===== config.mk =====
export PLATFORM = sky130hd
export DESIGN_NAME = ppm_frame_decoder
export DESIGN_NICKNAME = d
export VERILOG_FILES = /design/src/sv/ppmfd_pkg.sv /design/src/sv/ppmfd_ctrl.sv /design/src/sv/ppmfd_datapath.sv /design/src/sv/ppm_frame_decoder.sv
export VERILOG_INCLUDE_DIRS = /design/src /design/src/sv
export SDC_FILE = /design/constraint.sdc
export NUM_CORES = 1
export LEC_CHECK = 0
export ABC_AREA = 1
export BUFFER_PORTS_ARGS = -buffer_cell sky130_fd_sc_hd__buf_2
export CAP_MARGIN = 10
export CORE_MARGIN = 5
export CORE_UTILIZATION = 41
export CTS_BUF_LIST = sky130_fd_sc_hd__clkbuf_16
export CTS_CLUSTER_SIZE = 28
export DETAILED_ROUTE_END_ITERATION = 10
export PLACE_DENSITY = 0.59
export SLEW_MARGIN = 0
export SYNTH_ARGS = -nofsm -noshare
export SYNTH_HDL_FRONTEND = slang
export SYNTH_SLANG_ARGS = --single-unit
export TNS_END_PERCENT = 50

===== constraint.sdc =====
create_clock -name i_clk -period 7.7 [get_ports i_clk]
set_input_delay 0.77 -clock i_clk [delete_from_list [all_inputs] [get_ports i_clk]]
set_output_delay 0.77 -clock i_clk [all_outputs]
set_load 0.02 [all_outputs]

===== src/sv/ppm_frame_decoder_macros.svh =====
// Assertion macros used by the decoder controller module.
// Each macro expects a clock named i_clk and an active-low reset named i_rst_n in scope.
`ifndef PPM_FRAME_DECODER_MACROS_SVH
`define PPM_FRAME_DECODER_MACROS_SVH

// Same-cycle implication.
`define PPMFD_ASSERT_IMP(label, ante, cons, msg) \
    label: assert property (@(posedge i_clk) disable iff (!i_rst_n) (ante) |-> (cons)) \
        else $error(msg);

// Next-cycle implication.
`define PPMFD_ASSERT_NXT(label, ante, cons, msg) \
    label: assert property (@(posedge i_clk) disable iff (!i_rst_n) (ante) |=> (cons)) \
        else $error(msg);

`endif


===== src/sv/ppmfd_pkg.sv =====
// ----------------------------------------------------------------------------
// ppmfd_pkg
// Types and constants shared by the pulse-position frame decoder modules.
// ----------------------------------------------------------------------------
package ppmfd_pkg;

    localparam int NUM_CHANNELS_DEF = 8;

    localparam int VAL_W     = 16;
    localparam int CFG_IDX_W = 8;

    localparam logic [VAL_W-1:0] VAL_MAX = {VAL_W{1'b1}};

    // Register indexes
    localparam logic [CFG_IDX_W-1:0] CFG_MIN_PULSE  = CFG_IDX_W'(0);
    localparam logic [CFG_IDX_W-1:0] CFG_MAX_PULSE  = CFG_IDX_W'(1);
    localparam logic [CFG_IDX_W-1:0] CFG_END_GAP    = CFG_IDX_W'(2);
    localparam logic [CFG_IDX_W-1:0] CFG_TIMEOUT_MS = CFG_IDX_W'(3);

    // Register reset values
    localparam logic [VAL_W-1:0] RST_MIN_PULSE  = VAL_W'(700);
    localparam logic [VAL_W-1:0] RST_MAX_PULSE  = VAL_W'(2300);
    localparam logic [VAL_W-1:0] RST_END_GAP    = VAL_W'(2500);
    localparam logic [VAL_W-1:0] RST_TIMEOUT_MS = VAL_W'(1000);

    // Result kinds
    localparam logic KIND_CHANNEL = 1'b0;
    localparam logic KIND_STOP    = 1'b1;

    typedef struct packed {
        logic capture_edge;
        logic ms_tick;
    } t_in_item;

    typedef struct packed {
        logic             kind;
        logic [2:0]       channel_index;
        logic [VAL_W-1:0] channel_value;
        logic [3:0]       frame_channels;
        logic             locked;
        logic             last;
    } t_out_item;

    // Controller to datapath
    typedef struct packed {
        logic step;
        logic load_slot;
        logic load_stop;
    } t_dp_cmd;

    // Datapath to controller
    typedef struct packed {
        logic item_stop;
        logic item_report;
        logic out_free;
        logic idx_last;
    } t_dp_status;

endpackage


===== src/sv/ppmfd_ctrl.sv =====
// ----------------------------------------------------------------------------
// ppmfd_ctrl
// Controller: accepts ticks, sequences the frame report burst and the stop
// result, and holds the halted state.
// ----------------------------------------------------------------------------
`include "ppm_frame_decoder_macros.svh"

module ppmfd_ctrl
    import ppmfd_pkg::*;
(
    input  logic       i_clk,
    input  logic       i_rst_n,
    input  logic       i_in_valid,
    output logic       o_in_stall,
    input  t_dp_status i_status,
    output t_dp_cmd    o_cmd
);

    typedef enum logic [3:0] {
        S_IDLE  = 4'b0001,
        S_BURST = 4'b0010,
        S_STOP  = 4'b0100,
        S_HALT  = 4'b1000
    } t_state;

    t_state r_state;
    t_state n_state;
    logic   step;

    assign o_in_stall = !((r_state == S_IDLE) || (r_state == S_HALT));
    assign step       = i_in_valid && (r_state == S_IDLE);

    always_comb begin
        n_state         = r_state;
        o_cmd           = '0;
        o_cmd.step      = step;
        unique case (r_state)
            S_IDLE: begin
                if (step && i_status.item_stop) begin
                    n_state = S_STOP;
                end else if (step && i_status.item_report) begin
                    n_state = S_BURST;
                end
            end
            S_BURST: begin
                if (i_status.out_free) begin
                    o_cmd.load_slot = 1'b1;
                    if (i_status.idx_last) begin
                        n_state = S_IDLE;
                    end
                end
            end
            S_STOP: begin
                if (i_status.out_free) begin
                    o_cmd.load_stop = 1'b1;
                    n_state         = S_HALT;
                end
            end
            S_HALT: begin
                // drop every request until reset
                n_state = S_HALT;
            end
            default: begin
                n_state = S_IDLE;
            end
        endcase
    end

    always_ff @(posedge i_clk) begin
        if (!i_rst_n) begin
            r_state <= S_IDLE;
        end else begin
            r_state <= n_state;
        end
    end

    `PPMFD_ASSERT_NXT(a_stop_next, step && i_status.item_stop, r_state == S_STOP, "stop not taken")
    `PPMFD_ASSERT_NXT(a_burst_next, step && i_status.item_report && !i_status.item_stop, r_state == S_BURST, "burst not started")
    `PPMFD_ASSERT_NXT(a_burst_end, o_cmd.load_slot && i_status.idx_last, r_state == S_IDLE, "burst overran")
    `PPMFD_ASSERT_NXT(a_halt_hold, r_state == S_HALT, (r_state == S_HALT) && !o_cmd.load_slot && !o_cmd.load_stop, "left halt")

endmodule


===== src/sv/ppmfd_datapath.sv =====
// ----------------------------------------------------------------------------
// ppmfd_datapath
// Datapath: configuration registers, gap and millisecond counters, frame
// tracking, channel slot store and the output register.
// ----------------------------------------------------------------------------
module ppmfd_datapath
    import ppmfd_pkg::*;
#(
    parameter int NUM_CHANNELS = NUM_CHANNELS_DEF
) (
    input  logic                 i_clk,
    input  logic                 i_rst_n,
    input  logic                 i_cfg_valid,
    input  logic [CFG_IDX_W-1:0] i_cfg_index,
    input  logic [VAL_W-1:0]     i_cfg_data,
    input  t_in_item             i_in_data,
    input  t_dp_cmd              i_cmd,
    output t_dp_status           o_status,
    output logic                 o_out_valid,
    input  logic                 i_out_stall,
    output t_out_item            o_out_data
);

    localparam int CH_W  = $clog2(NUM_CHANNELS + 1);
    localparam int IDX_W = (NUM_CHANNELS > 1) ? $clog2(NUM_CHANNELS) : 1;
    localparam logic [CH_W-1:0]  CH_FULL  = CH_W'(NUM_CHANNELS);
    localparam logic [IDX_W-1:0] IDX_LAST = IDX_W'(NUM_CHANNELS - 1);

    logic [VAL_W-1:0] r_min_pulse;
    logic [VAL_W-1:0] r_max_pulse;
    logic [VAL_W-1:0] r_end_gap;
    logic [VAL_W-1:0] r_timeout_ms;

    logic [VAL_W-1:0] r_gap_count, n_gap_count;
    logic [VAL_W-1:0] r_ms_count,  n_ms_count;
    logic             r_in_frame,  n_in_frame;
    logic             r_gap_seen,  n_gap_seen;
    logic [CH_W-1:0]  r_next_ch,   n_next_ch;
    logic             r_lock,      n_lock;
    logic [CH_W-1:0]  r_frame_ch;
    logic [IDX_W-1:0] r_idx;
    logic [VAL_W-1:0] r_store [NUM_CHANNELS];
    logic             r_out_valid;
    t_out_item        r_out;

    logic [VAL_W-1:0] ms_inc;
    logic [VAL_W-1:0] gap_inc;
    logic             stop;
    logic             sync;
    logic             report;
    logic             in_frame_mid;
    logic             gap_seen_mid;
    logic             store_we;

    // Configuration registers
    always_ff @(posedge i_clk) begin
        if (!i_rst_n) begin
            r_min_pulse  <= RST_MIN_PULSE;
            r_max_pulse  <= RST_MAX_PULSE;
            r_end_gap    <= RST_END_GAP;
            r_timeout_ms <= RST_TIMEOUT_MS;
        end else if (i_cfg_valid) begin
            unique case (i_cfg_index)
                CFG_MIN_PULSE:  r_min_pulse  <= i_cfg_data;
                CFG_MAX_PULSE:  r_max_pulse  <= i_cfg_data;
                CFG_END_GAP:    r_end_gap    <= i_cfg_data;
                CFG_TIMEOUT_MS: r_timeout_ms <= i_cfg_data;
                default: ;
            endcase
        end
    end

    // Per-tick frame tracking
    always_comb begin
        ms_inc  = (i_in_data.ms_tick && (r_ms_count != VAL_MAX)) ?
                  r_ms_count + VAL_W'(1) : r_ms_count;
        stop    = ms_inc > r_timeout_ms;
        gap_inc = (r_gap_count != VAL_MAX) ? r_gap_count + VAL_W'(1) : r_gap_count;
        sync    = gap_inc > r_end_gap;
        report  = sync && r_in_frame && (r_next_ch != '0);

        in_frame_mid = report ? 1'b0 : r_in_frame;
        gap_seen_mid = sync | r_gap_seen;

        n_ms_count  = r_ms_count;
        n_gap_count = r_gap_count;
        n_in_frame  = r_in_frame;
        n_gap_seen  = r_gap_seen;
        n_next_ch   = r_next_ch;
        n_lock      = r_lock;
        store_we    = 1'b0;

        if (i_cmd.step) begin
            n_ms_count = ms_inc;
            if (!stop) begin
                n_gap_count = gap_inc;
                n_in_frame  = in_frame_mid;
                n_gap_seen  = gap_seen_mid;
                if (report) begin
                    n_lock     = 1'b1;
                    n_ms_count = '0;
                end
                if (i_in_data.capture_edge) begin
                    if (!in_frame_mid) begin
                        if (gap_seen_mid) begin
                            n_gap_seen = 1'b0;
                            n_next_ch  = '0;
                            n_in_frame = 1'b1;
                        end
                    end else if ((gap_inc < r_min_pulse) || (gap_inc > r_max_pulse)) begin
                        n_in_frame = 1'b0;
                    end else if (r_next_ch < CH_FULL) begin
                        store_we  = 1'b1;
                        n_next_ch = r_next_ch + CH_W'(1);
                    end
                    n_gap_count = '0;
                end
            end
        end
    end

    always_ff @(posedge i_clk) begin
        if (!i_rst_n) begin
            r_gap_count <= '0;
            r_ms_count  <= '0;
            r_in_frame  <= 1'b0;
            r_gap_seen  <= 1'b0;
            r_next_ch   <= '0;
            r_lock      <= 1'b0;
        end else begin
            r_gap_count <= n_gap_count;
            r_ms_count  <= n_ms_count;
            r_in_frame  <= n_in_frame;
            r_gap_seen  <= n_gap_seen;
            r_next_ch   <= n_next_ch;
            r_lock      <= n_lock;
        end
    end

    // Channel slot store
    always_ff @(posedge i_clk) begin
        if (!i_rst_n) begin
            for (int i = 0; i < NUM_CHANNELS; i++) begin
                r_store[i] <= '0;
            end
        end else if (store_we) begin
            r_store[r_next_ch[IDX_W-1:0]] <= gap_inc;
        end
    end

    // Burst index and captured channel count
    always_ff @(posedge i_clk) begin
        if (i_cmd.step && report && !stop) begin
            r_frame_ch <= r_next_ch;
            r_idx      <= '0;
        end else if (i_cmd.load_slot) begin
            r_idx      <= r_idx + IDX_W'(1);
        end
    end

    // Output register
    always_ff @(posedge i_clk) begin
        if (!i_rst_n) begin
            r_out_valid <= 1'b0;
        end else if (i_cmd.load_slot || i_cmd.load_stop) begin
            r_out_valid <= 1'b1;
        end else if (!i_out_stall) begin
            r_out_valid <= 1'b0;
        end
    end

    always_ff @(posedge i_clk) begin
        if (i_cmd.load_slot) begin
            r_out.kind           <= KIND_CHANNEL;
            r_out.channel_index  <= 3'(r_idx);
            r_out.channel_value  <= r_store[r_idx];
            r_out.frame_channels <= 4'(r_frame_ch);
            r_out.locked         <= r_lock;
            r_out.last           <= (r_idx == IDX_LAST);
        end else if (i_cmd.load_stop) begin
            r_out.kind           <= KIND_STOP;
            r_out.channel_index  <= '0;
            r_out.channel_value  <= '0;
            r_out.frame_channels <= '0;
            r_out.locked         <= r_lock;
            r_out.last           <= 1'b1;
        end
    end

    assign o_status.item_stop   = stop;
    assign o_status.item_report = report;
    assign o_status.out_free    = !r_out_valid || !i_out_stall;
    assign o_status.idx_last    = (r_idx == IDX_LAST);

    assign o_out_valid = r_out_valid;
    assign o_out_data  = r_out;

endmodule


===== src/sv/ppm_frame_decoder.sv =====
// A tick that causes no result is taken without a stall, so the decoder keeps pace with one
// timer tick per clock while no report or stop is in progress. When a frame completes, the
// tick that closes it starts a report of NUM_CHANNELS results, moved out through the single
// output register one per cycle while the output side does not stall; input is stalled
// until the last result is loaded. A timeout stalls input until the stop result is loaded,
// which waits out output stalls; then every request is accepted and dropped until reset. The
// slot store clears at reset, with no clearing pass. The configuration port is always ready.
// ----------------------------------------------------------------------------
// ppm_frame_decoder
// Pulse-position frame decoder: timer ticks in, channel periods per frame out.
// ----------------------------------------------------------------------------
module ppm_frame_decoder
    import ppmfd_pkg::*;
#(
    parameter int NUM_CHANNELS = NUM_CHANNELS_DEF
) (
    input  logic                 i_clk,
    input  logic                 i_rst_n,
    input  logic                 i_cfg_valid,
    output logic                 o_cfg_ready,
    input  logic [CFG_IDX_W-1:0] i_cfg_index,
    input  logic [VAL_W-1:0]     i_cfg_data,
    input  logic                 i_in_valid,
    output logic                 o_in_stall,
    input  t_in_item             i_in_data,
    output logic                 o_out_valid,
    input  logic                 i_out_stall,
    output t_out_item            o_out_data
);

    t_dp_cmd    cmd;
    t_dp_status status;

    assign o_cfg_ready = 1'b1;

    ppmfd_ctrl u_ctrl (
        .i_clk      (i_clk),
        .i_rst_n    (i_rst_n),
        .i_in_valid (i_in_valid),
        .o_in_stall (o_in_stall),
        .i_status   (status),
        .o_cmd      (cmd)
    );

    ppmfd_datapath #(
        .NUM_CHANNELS (NUM_CHANNELS)
    ) u_datapath (
        .i_clk       (i_clk),
        .i_rst_n     (i_rst_n),
        .i_cfg_valid (i_cfg_valid),
        .i_cfg_index (i_cfg_index),
        .i_cfg_data  (i_cfg_data),
        .i_in_data   (i_in_data),
        .i_cmd       (cmd),
        .o_status    (status),
        .o_out_valid (o_out_valid),
        .i_out_stall (i_out_stall),
        .o_out_data  (o_out_data)
    );

endmodule

Word level (Yosys, flattened, before mapping)
Memory sizes are Yosys's and may differ from the RTL's. A register that Yosys moved wholly into a read port is not among the register bits.
Index checks and enable logic that the tools add are counted.
- add/subtract/negate cells: 4
- multiply operators: 0
- divide/modulo/power cells: 0
- order comparisons: 5
- equal/unequal tests: 17
- shift operators: 0
- multiplexer cells: 44
- bitwise operators: 2
- reduce and logical (&&, ||, !) cells: 28
- operators by type and width (kind ; count):
    $mux W16 ; 6
    $mux W25 ; 2
    $gt A16 B16 Y1 ; 3
    $mux W4 ; 9
    $add A16 B1 Y16 const B ; 2
    $ne A16 B16 Y1 const B ; 2
    $mux W1 ; 23
    $eq A8 B2 Y1 const B ; 2
    $lt A16 B16 Y1 ; 1
    $pmux W4 S4 ; 1
    $reduce_or A16 Y1 ; 1
    $ne A2 B2 Y1 const B ; 5
    $reduce_and A2 Y1 ; 5
    $mux W3 ; 3
    $eq A8 B1 Y1 const B ; 1
    $logic_not A8 Y1 ; 1
    $logic_and A1 B1 Y1 ; 7
    $reduce_and A6 Y1 ; 1
    $add A4 B1 Y4 const B ; 1
    $eq A4 B1 Y1 const B ; 1
    $eq A4 B2 Y1 const B ; 1
    $eq A4 B3 Y1 const B ; 1
    $eq A4 B4 Y1 const B ; 1
    $logic_not A1 Y1 ; 4
    12 further kinds ; 16
- bits in registers: 141
- bits in latches: 0
- memory bits (writable): 128
- bits in read-only memories: 0
- input bits: 31
- output and inout bits: 29
- word-level logic and storage cells: 121
- memories kept: 1
- memories (name ; words ; bits a word ; read ports ; clocked after Yosys merged registers in ; write ports ; RTL line ; RTL):
    u_datapath.r_store ; 8 ; 16 ; 1 ; 1 ; 8 ; ppmfd_datapath.sv:42 ; logic [VAL_W-1:0] r_store [NUM_CHANNELS];

Longest topological paths before layout
- depth in word-level cells: 15
- depth in mapped cells: 31
- depth with buffers taken out: 30

Modules after synthesis
From an unflattened synthesis, not the netlist that was laid out.
- cells, all modules: 1522
- area, all modules: 13446.6 um^2
- by module, submodules not included (module ; instances ; cells each ; area each (um^2) ; seq. area each (um^2)):
    ppmfd_datapath ; 1 ; 1470 ; 13121.3 ; 6936.7
    ppmfd_ctrl ; 1 ; 50 ; 314.1 ; 80.1
    ppm_frame_decoder ; 1 ; 2 ; 11.3 ; 0.0

Least setup slack after synthesis
No wires, ideal clock.
- kind: flip-flop to flip-flop
- start: register u_datapath.r_gap_count[0]
- end: memory u_datapath.r_store[0][0], enable pin
- setup time: 0.411 ns
- arrival time: 4.661 ns
- required time: 7.289 ns
- path slack: 2.627 ns
- stages on the path, launching flop included: 25
- path buffers: 1
- period minus slack after synthesis: 5.073 ns
- path through: dfxtp_1 -> ha_1 -> nand3_1 -> nor2_1 -> nand2_1 -> nand4_1 -> nor2_1 -> nand3_1 -> nor2_1 -> nand2_1 -> xor2_1 -> inv_1 -> ha_1 -> nand4_1 -> nor2_1 -> and3_1 -> nand3_1 -> nand3_2 -> nand2_2 -> nor3_2 -> nand2_1 -> clkinv_2 -> nand3_4 -> buf_6 -> o21ai_0
- RTL lines (element ; RTL line ; RTL):
    start: declaration ; ppmfd_datapath.sv:34 ; logic [VAL_W-1:0] r_gap_count, n_gap_count;
    start signal: assignment ; ppmfd_datapath.sv:131 ; r_gap_count <= n_gap_count;
    end: declaration ; ppmfd_datapath.sv:42 ;

==> summary.txt <==
Max-Cap Viols - 0
Worst EP arrival - 6070 ps
Largest area contributor in the netlist - edfxtp_1
Slew @ Worst Pin - 1150 ps
Layout area overhead - 11.9%
Vias after detailed routing - 10,609
R2R Path End - u_datapath.r_store[1][7]
Reg2Reg Depth - 24
Post-place setup slack - 1930 ps
CTS clk-pin slew, worst paths - 70 ps
Clock Sink Count - 272
Status - finished clean
Area of the multi-input gates - 5510 µm²
Die Span Y - 192 µm
P per Cell Area - 197 nW/µm²
Fillcell total - 3,103
Largest net degree at the start of global routing - 79
Fin crit period - 5830 ps
IO Pins - 60
Fin crit share - 0.758
Routed len/inst - 16.6 µm
# diodes - 0
Congestion Overflow GR - 0
Unrepaired setup endpoints after global routing - false
WS Path Type - reg -> reg
Die area - 36,900 µm²
Total track usage - 0.183
H-tree levels - 1
Max clock buf depth - 3
Die width - 192 µm
Most frequent cells in the layout - 193 x nand2_1, 183 x inv_1, 171 x nor2_1
Via density - 5.23
Seq/Total Area, Yosys - 0.516
Syn avg cell area - 8.88 µm²
WP buf/inv - 3
Crit path capture type - flip-flop
Initial core utilization - 0.417
Layout cells sized above 1 - 0.117
Syn Std Cell Area - 13,600 µm²
Cells after synthesis - 1,531
Top cells by area, synth - edfxtp_1 35%, dfxtp_1 17%, ha_1 6.2%
Worst r2r src - u_datapath.r_gap_count[0]
# rows - 66
Hold-fix buffers at CTS - 0
Hold Crit Start - u_datapath.r_lock
Total wire length - 33,700 µm
Critical path, cell by cell - ha_1 -> nand3_1 -> nor2_1 -> nand2_1 -> nand4_1 -> nor2_1 -> nand3_1 -> nor2_1 -> nand2_1 -> xor2_1 -> inv_1 -> ha_1 -> nand4_1 -> nor2_1 -> and3_1 -> nand3_1 -> nand3_2 -> nand2_2 -> nor3_2 -> nand2_1 -> clkinv_2 -> nand3_4 -> o21ai_1 -> buf_4
Post-synthesis register bit count - 272
Slew Limit Headroom - 0.232
Remaining DRCs - 0
CP delay by family, top - simple AND/OR/NAND/NOR gates
Hold path endpoint - u_datapath.o_out_data[1]
Inst Count DP - 1,975
# setup viols final - 0
Clk root buf - clkbuf_16
Leakage - 5.90 nW
Nets - 1,663
Initial DRT Pass Iterations - 5
Initial antenna violation count - 0
Post-Syn Nets - 1,629
Worst hold path type - reg -> reg
First-pass GRT wire length - 54,200 µm
FF/Latch Area - 7020 µm²
Post_cts resized - 0
CP startpoint kind - flip-flop
Initial drt markers - 928
Clock Latency Late Sink - 540 ps
Worst endpoint required time - 7940 ps
Commonest non-fill, non-tap cell in the layout - nand2_1
Gp weighted congestion - 0.829
Yosys cell types - 44
Setup bufs post-CTS - 0
Synth top area share - 0.347
R2R Setup Slk - 1870 ps
Max Transition Viols Final - 0
Slowest CP cell - o21ai_1
Highest Clock Rate - 0.171 GHz
Post-route ant nets - 0
YS warnings - 0
CORE AREA - 32,600 µm²
Final Worst Setup Slack - 1870 ps
Worst path max stage delay - 680 ps
CTS tree - done
Port Buffers - 58
Vias in the first global route - 9,841
Fin cells - 2,029
Critical Path Fanout Max - 50
Setup TNS - 0 ps
Final Skew - 10.3 ps
WP depth - 24
CTS Buf Count - 29
Most frequent cell on the critical path - nor2_1
WHS Path Cells - 0
Post-DP HPWL - 22,900 µm
Peak supply drop - 0.000168 V
Final Hold Viols - 0
## metal layers
layer / vias to the layer above / part of all wire / global-route usage
met4: 0 / 0.019 / 0.0392
met2: 259 / 0.44 / 0.287
met5: - / 0 / 0
met1: 5018 / 0.49 / 0.272
met3: 42 / 0.051 / 0.0218
li1: 5290 / - / -
## layout make-up
class	instances	share of cell area
multi-input cells	988	0.362
inverters	189	0.0467
well taps	442	0.0364
flip-flops and latches	272	0.461
clock buffers	29	0.0477
repair buffers	85	0.0337
clock inverters	24	0.0118
## synthesized netlist by cell type
cell and instances:
inv_2 1, nand3_4 2, o211ai_1 25, buf_2 8, nor2_4 2, o21ai_1 2
nor3_1 98, and2_1 2, buf_1 1, and3_1 1, nor2_1 173, and3b_1 1
clkbuf_1 66, o21a_1 1, clkinv_2 1, nand2_4 1, nand2_1 193, a211oi_1 5
o21bai_1 2, edfxtp_1 157, nand3_1 40, a21oi_1 103, inv_1 177, xor2_1 15
nand3_2 1, nand3b_1 1, nand4_1 12, a21boi_0 3, nand2_2 6, nor4_1 3
nor3_2 41, ha_1 67, nor2_2 1, a31oi_1 19, clkinv_1 10, o22ai_1 17
a21boi_2 1, o21ai_0 143, conb_1 1, o221a_2 1, buf_6 6, dfxtp_1 115
buf_4 1, xnor2_1 5
## worst register-to-register path: stages (launching register included)
cell and delay (ps):
dfxtp_1 370, ha_1 240, nand3_1 100, nor2_1 80, nand2_1 100, nand4_1 100, nor2_1 200, nand3_1 120
nor2_1 150, nand2_1 80, xor2_1 590, inv_1 270, ha_1 390, nand4_1 140, nor2_1 270, and3_1 220
nand3_1 120, nand3_2 150, nand2_2 110, nor3_2 110, nand2_1 100, clkinv_2 90, nand3_4 440, o21ai_1 690
buf_4 300
## stage by stage
step | util | total power, mW | area (µm²) | hold slack (ps)
2_1_floorplan | - | 1.66 | 13600 | 406
3_5_place_dp | 0.438 | 1.70 | 14300 | 445
5_1_grt | 0.466 | 3.10 | 15200 | 468
6_report | 0.466 | 3.00 | 15200 | 452
4_1_cts | 0.465 | 3.03 | 15200 | 459
3_3_place_gp | 0.438 | 1.70 | 14300 | 451
## sequential cells by signal, summed over array words and instances (netlist names), named ones only
signal                   cells
u_ctrl.r_state               4
u_datapath.o_out_data       26
u_datapath.o_out_valid       1
u_datapath.r_end_gap        16
u_datapath.r_frame_ch        4
u_datapath.r_gap_count      16
u_datapath.r_gap_seen        1
u_datapath.r_idx             3
u_datapath.r_in_frame        1
u_datapath.r_lock            1
u_datapath.r_max_pulse      16
u_datapath.r_min_pulse      16
u_datapath.r_ms_count       16
u_datapath.r_next_ch         4
u_datapath.r_store         128
u_datapath.r_timeout_ms     16
## power breakdown
part / internal (mW) / total (mW) / switching, mW / leakage [nW]
Sequential: 1.57 / 1.58 / 0.0108 / 2.42
Clock: 0.778 / 1.34 / 0.558 / 0.466
Combinational: 0.0227 / 0.0902 / 0.0675 / 3.01
Total: 2.37 / 3.00 / 0.637 / 5.90
## cells by family (layout without fill, tap and decap cells)
group / count (synthesis) / count (layout) / share of synthesized area
other cells: 1 / 1 / 0.000276
compound gates: 322 / 322 / 0.129
xor+xnor: 20 / 20 / 0.0129
flops: 272 / 272 / 0.516
buf+inv: 271 / 327 / 0.0792
simple gates: 578 / 578 / 0.201
fa+ha+maj: 67 / 67 / 0.0617
## worst max-delay path by stage
stage	start	end	slack, ps
global placement	u_datapath.r_gap_count[0]	u_datapath.r_store[1][8]	2110
global route	u_datapath.r_gap_count[0]	u_datapath.r_store[1][13]	1210
CTS	u_datapath.r_gap_count[0]	u_datapath.r_store[1][13]	1890
floorplan	u_datapath.r_gap_count[0]	u_datapath.r_store[0][0]	2630
finish	u_datapath.r_gap_count[0]	u_datapath.r_store[1][7]	1870
detailed placement	u_datapath.r_gap_count[0]	u_datapath.r_store[1][8]	1930
No activity file was read; power rests on OpenSTA's default activity.
